==> config.mk <==
export PLATFORM = sky130hd
export DESIGN_NAME = rif_ctrl
export DESIGN_NICKNAME = d
export VERILOG_FILES = /design/src/rtl/rif_pkg.sv /design/src/rtl/rif_ctrl.sv
export SDC_FILE = /design/constraint.sdc
export NUM_CORES = 1
export LEC_CHECK = 0
export BUFFER_PORTS_ARGS = -buffer_cell sky130_fd_sc_hd__clkbuf_2
export CORE_AREA = 3 3 40 42
export CTS_BUF_LIST = sky130_fd_sc_hd__clkbuf_4 sky130_fd_sc_hd__clkbuf_8
export CTS_CLUSTER_DIAMETER = 40
export DETAILED_ROUTE_END_ITERATION = 7
export DIE_AREA = 0 0 43 45
export MAX_ROUTING_LAYER = met4
export PLACE_DENSITY = 0.55
export SLEW_MARGIN = 15
export SYNTH_ARGS = -nofsm -noshare
export SYNTH_HDL_FRONTEND = slang
export SYNTH_SLANG_ARGS = --single-unit
==> constraint.sdc <==
create_clock -name clk_i -period 3.7 [get_ports clk_i]
set_clock_uncertainty 0.15 [all_clocks]
set_input_delay 0.185 -clock clk_i [delete_from_list [all_inputs] [get_ports clk_i]]
set_output_delay 0.185 -clock clk_i [all_outputs]
set_load 0.03 [all_outputs]
==> src/rtl/rif_pkg.sv <==
// ----------------------------------------------------------------------------
// Region interval filter package
// Shared sizes, operation codes and controller/datapath interface types.
// ----------------------------------------------------------------------------
`timescale 1ns / 1ps

package rif_pkg;

  localparam int CHROM_COUNT   = 64;
  localparam int MAX_INTERVALS = 16;
  localparam int MAP_BITS      = 16;

  localparam int OP_W    = 2;
  localparam int CHROM_W = 6;
  localparam int POS_W   = 32;

  localparam int CPTR_W     = (CHROM_COUNT > 1) ? $clog2(CHROM_COUNT) : 1;
  localparam int CNT_W      = $clog2(MAX_INTERVALS + 1);
  localparam int SLOT_DEPTH = CHROM_COUNT * MAX_INTERVALS;
  localparam int ADDR_W     = (SLOT_DEPTH > 1) ? $clog2(SLOT_DEPTH) : 1;

  localparam int IN_FIELDS_W  = CHROM_W + 1 + 2 * POS_W;
  localparam int IN_DATA_W    = ((IN_FIELDS_W + 7) / 8) * 8;
  localparam int OUT_FIELDS_W = 2 + MAP_BITS;
  localparam int OUT_DATA_W   = ((OUT_FIELDS_W + 7) / 8) * 8;

  localparam logic [OP_W-1:0] OP_INSERT = 2'd0;
  localparam logic [OP_W-1:0] OP_SITE   = 2'd1;
  localparam logic [OP_W-1:0] OP_RANGE  = 2'd2;

  typedef struct packed {
    logic load;
    logic decide;
    logic scan_issue;
    logic chrom_next;
    logic out_load;
  } cmd_t;

  typedef struct packed {
    logic [OP_W-1:0] op;
    logic            all_chroms;
    logic            direct;
    logic            cnt_zero;
    logic            last_chrom;
    logic            scan_last;
    logic            out_free;
  } sts_t;

endpackage

==> src/rtl/rif_ctrl.sv <==
// ----------------------------------------------------------------------------
// Region interval filter controller
// Sequences count lookup, insert commit, interval scan and result hand-off.
// ----------------------------------------------------------------------------
`timescale 1ns / 1ps

module rif_ctrl (
  input  logic          clk_i,
  input  logic          rst_ni,
  input  logic          in_valid_i,
  output logic          in_ready_o,
  input  rif_pkg::sts_t sts_i,
  output rif_pkg::cmd_t cmd_o
);

  localparam logic [2:0] S_IDLE   = 3'd0;
  localparam logic [2:0] S_CREAD  = 3'd1;
  localparam logic [2:0] S_DECIDE = 3'd2;
  localparam logic [2:0] S_SCAN   = 3'd3;
  localparam logic [2:0] S_DRAIN  = 3'd4;
  localparam logic [2:0] S_DONE   = 3'd5;

  logic [2:0] state_q, state_d;

  always_comb begin
    state_d    = state_q;
    cmd_o      = '0;
    in_ready_o = 1'b0;
    unique case (state_q)
      S_IDLE: begin
        in_ready_o = 1'b1;
        if (in_valid_i) begin
          cmd_o.load = 1'b1;
          state_d    = S_CREAD;
        end
      end
      S_CREAD: begin
        state_d = sts_i.direct ? S_DONE : S_DECIDE;
      end
      S_DECIDE: begin
        cmd_o.decide = 1'b1;
        if (sts_i.op == rif_pkg::OP_INSERT) begin
          if (sts_i.all_chroms && !sts_i.last_chrom) begin
            cmd_o.chrom_next = 1'b1;
            state_d          = S_CREAD;
          end else begin
            state_d = S_DONE;
          end
        end else begin
          state_d = sts_i.cnt_zero ? S_DONE : S_SCAN;
        end
      end
      S_SCAN: begin
        cmd_o.scan_issue = 1'b1;
        if (sts_i.scan_last) begin
          state_d = S_DRAIN;
        end
      end
      S_DRAIN: begin
        state_d = S_DONE;
      end
      S_DONE: begin
        if (sts_i.out_free) begin
          cmd_o.out_load = 1'b1;
          state_d        = S_IDLE;
        end
      end
      default: begin
        state_d = S_IDLE;
      end
    endcase
  end

  always_ff @(posedge clk_i or negedge rst_ni) begin
    if (!rst_ni) begin
      state_q <= S_IDLE;
    end else begin
      state_q <= state_d;
    end
  end

  assert property (@(posedge clk_i) disable iff (!rst_ni)
    cmd_o.out_load |-> sts_i.out_free)
    else $error("result loaded while output register busy");

  assert property (@(posedge clk_i) disable iff (!rst_ni)
    (in_valid_i && in_ready_o) |=> !in_ready_o)
    else $error("request accepted on consecutive cycles");

  assert property (@(posedge clk_i) disable iff (!rst_ni)
    (cmd_o.scan_issue && sts_i.scan_last) |=> !cmd_o.scan_issue)
    else $error("scan continued past last interval");

  assert property (@(posedge clk_i) disable iff (!rst_ni)
    !(cmd_o.decide && cmd_o.scan_issue))
    else $error("insert commit overlaps interval scan");

endmodule

## Word level (Yosys, flattened, before mapping)

Cells that the tools add are included.
Widths: inputs -> output; s select.

| storage, ports and cells | value |
|---|---|
| logic and storage cells | 32 |
| output and inout bits | 6 |
| input port bits | 11 |
| flip-flop bits (word level) | 3 |

| operators by class | value |
|---|---|
| muxes and demuxes | 18 |
| reduce and logical (&&, ||, !) cells | 5 |
| eq/ne operators | 8 |

Operators by type and width:

| operator | number |
|---|---|
| $mux 3 | 7 |
| $pmux 3 s6 | 1 |
| $mux 1 | 10 |
| $eq 3x2->1 const B | 2 |
| $eq 3x3->1 const B | 2 |
| $ne 2x2->1 const B | 3 |
| $eq 3x1->1 const B | 1 |
| $logic_not 3->1 | 1 |
| $reduce_and 3->1 | 1 |
| $logic_not 2->1 | 1 |
| $logic_and 1x1->1 | 1 |
| $logic_not 1->1 | 1 |

## Longest topological paths before layout

Gate-level depths: netlist of run 1.

| depth | value |
|---|---|
| depth after elaboration | 5 |
| gate-level depth with buffers | 4 |
| mapped depth without buffers | 3 |

## Worst setup path after synthesis of run 1

No wires, ideal clock.

| path | value |
|---|---|
| kind | reg2out |
| start point | register state_q[0] |
| end point | output port cmd_o[4] (netlist name) |
| path slack | 1.680 ns |
| stages on the path, launching flop included | 4 |
| required time | 3.365 ns |
| arrival | 1.685 ns |
| path through | dfrtp_1 buf_6 nor3_1 and2_1 |

RTL lines:

| item | RTL line | text |
|---|---|---|
| start: declaration | rif_ctrl.sv:23 | `logic [2:0] state_q, state_d;` |
| start signal: assignment | rif_ctrl.sv:78 | `state_q <= state_d;` |
| end: declaration | rif_ctrl.sv:13 | `output rif_pkg::cmd_t cmd_o` |

==> results by group, run 1 <==
Layout
  • Final nets: 67
  • Layout Utilization: 0.332
  • Non-Filler Instances: 70
  • Seq. cell area: 75.1 µm²
  • # diodes: 0
  • Max FFs per register: 3
  • Multi-input logic area: 201 µm²
  • Fillers: 147
  • Area Overhead vs Synth: 39.2%
  • Largest registers: state_q: 3 flops
  • Share of layout cells above drive strength 1: 0.473
  • Reg with most FFs: state_q

Floorplanning
  • Die extent in y: 45 µm
  • Die width: 43 µm
  • Row cnt: 13
  • I/O Pins: 17
  • Area of the core: 1280 µm²
  • Area of the die: 1940 µm²
  • Initial Util: 0.239

Pwr
  • Worst VDD drop: 0.180 mV
  • Pleak: 0.206 nW
  • Power Density: 812 nW/µm²

Synth
  • FF+latch count, synth: 3
  • Synthesized area: 307 µm²
  • Top cell type by total area after synthesis: dfrtp_1
  • Most common cell in the netlist: nor3_1
  • Top cells by count, synth: nor3_1 (5), dfrtp_1 (3), nor2_1 (3)
  • Post-synth EDFFs: 0
  • Syn Nets: 47
  • Synth top area cells: dfrtp_1 (24%), nor3_1 (8.2%), mux2_4 (4.9%)
  • Library cells used by synthesis: 25
  • Async SR Flop Fraction: 1.00
  • Post-synthesis cell count: 36
  • Register area share after synthesis: 0.245
  • Mean post-synth cell area: 8.52 µm²
  • Ys flop type: dfrtp_1
  • Top-area cell type share of the netlist area: 0.245
  • Yosys warns: 0

Route
  • Routed vias: 333
  • Detailed-route DRC error count: 0
  • Wirelength per Cell: 11.3 µm
  • Drt pass-1 iters: 4
  • Post-DRT Antenna Nets: 0
  • 1st-iter DRT viols: 4
  • Vias per cell: 4.76
  • DRT Wirelength: 790 µm

Flow run
  • Max_cap viols: 0

Global routing
  • Global-route wire length before repair: 1270 µm
  • Initial antenna violation count: 0
  • Grt ovf: 0
  • Vias in the first global route: 317
  • GRT Total Usage: 0.0901
  • Largest net degree at the start of global routing: 14

Critical path
  • WP data required: 3.37 ns
  • Worst-path cell chain: nor3_1 -> and2_1 -> clkbuf_2
  • Worst Setup End Kind: output pin
  • Critical-path top delay cell: dfrtp_1
  • CP max FO: 13
  • Reg2Reg Launch Point: state_q[0]
  • Worst path max stage delay: 0.51 ns
  • CP startpoint: state_q[0]
  • Worst reg2reg path depth: 3
  • Critical path arrival: 1.40 ns
  • Critical Path Start Type: flop
  • WS Path Type: flop to output pin

Placement
  • Pre-CTS WS: 2.18 ns
  • Detail Placement HPWL: 595 µm
  • Placer Congestion: 0.832
  • IO buf count: 16
  • Cells after DPL: 65

Clock tree
  • Clock root buffer: clkbuf_4
  • TritonCTS clock tree: yes
  • Worst skew pair latency: 0.23 ns
  • H-tree lvl count: 1
  • CTS buffer count: 3
  • CTS sink count: 3
  • Clk slew on worst S/H paths: 0.04 ns
  • CTS max path bufs: 2

Outcome
  • Outcome: complete, no violations

STA
  • Setup WS post-layout: 1.97 ns
  • Least-Margin Pin Slew: 0.459 ns
  • F_max: 577 MHz
  • RSZ-0062 raised after global routing: false
  • Post-route minimum period: 1.73 ns
  • Final setup TNS: 0 ns
  • Number of hold violations in the final report: 0
  • Final Slew Violations: 0
  • Final Setup Violations: 0
  • Max-slew headroom: 0.686
  • Crit share post-route: 0.469

Min path
  • Min-Delay Path Class: primary input to async pin
[stage by stage]
stage	power [W]	cell area (µm²)	hold WS, ns
after floorplan	0.000248	307	-0.261
after CTS	0.000347	427	0.134
final	0.000346	427	0.138
after detailed placement	0.000277	387	-0.164
after global placement	0.000277	387	-0.165
after global routing	0.000370	427	0.151
[layout by cell type (no fill, tap or decap), types with 2 or more instances in the layout]
cell / count
o21ai_0: 2
and2_1: 2
clkbuf_4: 4
nor3_1: 5
clkbuf_2: 16
dfrtp_1: 3
inv_1: 2
nor2_1: 3
[cells by family (layout without fill, tap and decap cells)]
group | after synthesis | count (layout) | synth area share
buf+inv | 5 | 24 | 0.0980
mux | 1 | 1 | 0.0490
simple gates | 17 | 17 | 0.347
flops | 3 | 3 | 0.245
compound gates | 10 | 10 | 0.261
[timing repair]
item / CTS / global route
buffers inserted: 0 / 0
hold buffers: 1 / 0
endpoints found under the hold margin: 3 / 0
resized for setup: 0 / 0
[area by class of cell]
cell class              count  share of cell area
well taps                  15              0.0440
multi-input cells          28               0.472
repair buffers             17               0.211
clock buffers               4              0.0704
flip-flops and latches      3               0.176
inverters                   3              0.0264
[power breakdown]
group	switching, W	internal (W)	total, W
logic	0.000103	0.0000839	0.000187
registers	0.0000446	0.0000495	0.0000941
clock network	0.0000176	0.0000478	0.0000654
total	0.000165	0.000181	0.000346
[layer usage]
metal | part of all wire | up-vias | global-route usage
met3 | 0.086 | 0 | 0.0239
met1 | 0.52 | 144 | 0.118
met4 | 0 | 0 | 0.0361
li1 | - | 173 | -
met5 | 0 | - | -
met2 | 0.40 | 16 | 0.132
[final timing paths]
kind                               to  slack, ns
setup / recovery             cmd_o[4]       1.97
hold / removal             state_q[0]       0.14
setup reg to reg           state_q[1]       2.09
hold reg to reg            state_q[2]       0.59
max in group asynchronous  state_q[1]       3.14
min in group clk_i         state_q[2]       0.20
[worst max-delay path, delay by kind of cell, from the launching register on]
family                 cells  cell delay, ns
buffers and inverters      1            0.20
AND/OR/NAND/NOR            2            0.46
flip-flops                 1            0.51
Power figures use the tool's default switching activity.
==> inputs of run 2 (changes only) <==
--- a/config.mk
+++ b/config.mk
@@ -5,6 +5,7 @@
 export SDC_FILE = /design/constraint.sdc
 export NUM_CORES = 1
 export LEC_CHECK = 0
+export ABC_AREA = 1
 export BUFFER_PORTS_ARGS = -buffer_cell sky130_fd_sc_hd__clkbuf_2
 export CORE_AREA = 3 3 40 42
 export CTS_BUF_LIST = sky130_fd_sc_hd__clkbuf_4 sky130_fd_sc_hd__clkbuf_8
@@ -12,7 +13,7 @@
 export DETAILED_ROUTE_END_ITERATION = 7
 export DIE_AREA = 0 0 43 45
 export MAX_ROUTING_LAYER = met4
-export PLACE_DENSITY = 0.55
+export PLACE_DENSITY = 0.56
 export SLEW_MARGIN = 15
 export SYNTH_ARGS = -nofsm -noshare
 export SYNTH_HDL_FRONTEND = slang
==> constraint.sdc (replaced) <==
create_clock -name clk_i -period 1.4 [get_ports clk_i]
set_clock_uncertainty 0.15 [all_clocks]
set_input_delay 0.07 -clock clk_i [delete_from_list [all_inputs] [get_ports clk_i]]
set_output_delay 0.07 -clock clk_i [all_outputs]
set_load 0.03 [all_outputs]
==> results by group, run 2 <==
Synth
  • Library cells used by synthesis: 15
  • Mean post-synth cell area: 6.20 µm²
  • Synth top area cells: dfrtp_1 (25%), nand2_1 (19%), nor2_1 (8.8%)
  • Most common cell in the netlist: nand2_1
  • Top-area cell type share of the netlist area: 0.252
  • FF+latch count, synth: 3
  • Syn Nets: 59
  • Register area share after synthesis: 0.252
  • Top cell type by total area after synthesis: dfrtp_1
  • Post-synth EDFFs: 0
  • Top cells by count, synth: nand2_1 (15), nor2_1 (7), inv_1 (6)
  • Synthesized area: 298 µm²
  • Async SR Flop Fraction: 1.00
  • Ys flop type: dfrtp_1
  • Yosys warns: 0
  • Post-synthesis cell count: 48

STA
  • F_max: 689 MHz
  • Final Slew Violations: 0
  • RSZ-0062 raised after global routing: true
  • Number of hold violations in the final report: 0
  • Final Setup Violations: 3
  • Crit share post-route: 1.04
  • Max-slew headroom: 0.885
  • Least-Margin Pin Slew: 0.172 ns
  • Post-route minimum period: 1.45 ns
  • Setup WS post-layout: -0.0505 ns
  • Final setup TNS: -0.0908 ns

Placement
  • Detail Placement HPWL: 601 µm
  • Placer Congestion: 0.747
  • Placed instance area: 399 µm²
  • Cells after DPL: 79
  • IO buf count: 16

Critical path
  • R2R setup slack: 0.05 ns
  • Critical path arrival: 1.23 ns
  • CP max FO: 6
  • CP startpoint: state_q[0]
  • Worst reg2reg path depth: 8
  • Worst flop-to-flop path endpoint: state_q[2]
  • WS Path Type: flop to output pin
  • Reg2Reg Launch Point: state_q[0]
  • WP data required: 1.18 ns
  • Critical Path Start Type: flop
  • Worst Setup End Kind: output pin

Clock tree
  • H-tree lvl count: 1
  • CTS buffer count: 3
  • Clk slew on worst S/H paths: 0.03 ns
  • Worst skew pair latency: 0.23 ns
  • CTS sink count: 3
  • Clock root buffer: clkbuf_4
  • CTS max path bufs: 2
  • TritonCTS clock tree: yes

Floorplanning
  • I/O Pins: 17
  • Die width: 43 µm
  • Initial Util: 0.232
  • Row cnt: 13
  • Die extent in y: 45 µm
  • Area of the die: 1940 µm²
  • Area of the core: 1280 µm²

Route
  • Post-DRT Antenna Nets: 0
  • Detailed-route DRC error count: 0
  • Vias per cell: 4.29
  • Wirelength per Cell: 8.69 µm
  • Routed vias: 386
  • DRT Wirelength: 782 µm
  • Drt pass-1 iters: 4
  • 1st-iter DRT viols: 5

Min path
  • Hold Startpoint: in_valid_i
  • Hold depth: 3
  • Min-Delay Path Class: primary input to flop
  • WHS Endpoint: state_q[0]

Global routing
  • Initial antenna violation count: 0
  • Largest net degree at the start of global routing: 7
  • Vias in the first global route: 357
  • Global-route wire length before repair: 1250 µm
  • Grt ovf: 0
  • GRT Total Usage: 0.0893

Layout
  • Seq. cell area: 77.6 µm²
  • Most frequent cells in the layout: nand2_1 (15), clkbuf_2 (11), nor2_1 (7)
  • Area Overhead vs Synth: 75.6%
  • Most common cell after layout, fill and taps aside: nand2_1
  • Final instance area: 523 µm²
  • Share of layout cells above drive strength 1: 0.480
  • Largest registers: state_q: 3 flops
  • Layout Utilization: 0.407
  • # diodes: 0
  • Max FFs per register: 3
  • Reg with most FFs: state_q
  • Fillers: 139
  • Non-Filler Instances: 90
  • Final nets: 87
  • Multi-input logic area: 184 µm²

Pwr
  • Pleak: 0.307 nW
  • Worst VDD drop: 0.928 mV
  • Total power: 0.00105 W
  • Power Density: 2010 nW/µm²

Outcome
  • Violated checks: setup timing
  • Outcome: complete, but fails checks

Flow run
  • Max_cap viols: 0
-- run 2: how the worst max path moves through the flow --
stage	slack [ns]	endpoint
final	-0.05	cmd_o[1]
after global routing	-0.11	cmd_o[1]
after CTS	-0.05	cmd_o[1]
after detailed placement	0.09	state_q[2]
after global placement	0.09	cmd_o[1]
after floorplan	-0.11	cmd_o[1]
-- run 2: what timing repair did --
| action | CTS | global route |
|---|---|---|
| hold buffers | 2 | 0 |
| endpoints found under the setup margin | 6 | 6 |
| buffers inserted | 3 | 2 |
| hold endpoints to repair | 4 | 0 |
| pin swaps | 1 | 0 |
| resized for setup | 7 | 10 |
-- run 2: kinds of logic after synthesis --
group / after synthesis / synth area share
simple gates: 32 / 0.529
buf+inv: 10 / 0.151
flops: 3 / 0.252
compound gates: 3 / 0.0672
-- run 2: critical path: stages, from the launching register on --
cell and delay, ns:
dfrtp_2 0.44, nor3_4 0.18, nor3b_4 0.20, clkbuf_8 0.18
-- run 2: final cells by class --
class,instances,share of cell area
repair buffers,24,0.342
flip-flops and latches,3,0.148
clock buffers,4,0.0574
well taps,15,0.0359
inverters,9,0.0646
multi-input cells,35,0.352
-- run 2: routing by layer --
layer,GRT usage,wire length (µm),vias up
met4,0.0723,0,0
met2,0.153,394,14
met1,0.0847,312,169
met5,-,0,-
met3,0.0239,75,0
li1,-,-,203
-- run 2: where the power goes --
part	internal, W	total [W]	leakage [nW]	switching, W
clock	0.000126	0.000173	0.0184	0.0000470
combinational	0.000301	0.000666	0.253	0.000365
sequential	0.000139	0.000210	0.0352	0.0000715
total	0.000566	0.00105	0.307	0.000484
-- run 2: through the flow --
step,setup WS [ns],hold WS [ns]
detailed placement,0.0866,-0.278
CTS,-0.0524,0.00640
global route,-0.113,0.0165
floorplan,-0.109,-0.376
global placement,0.0862,-0.281
finish,-0.0505,0.00409
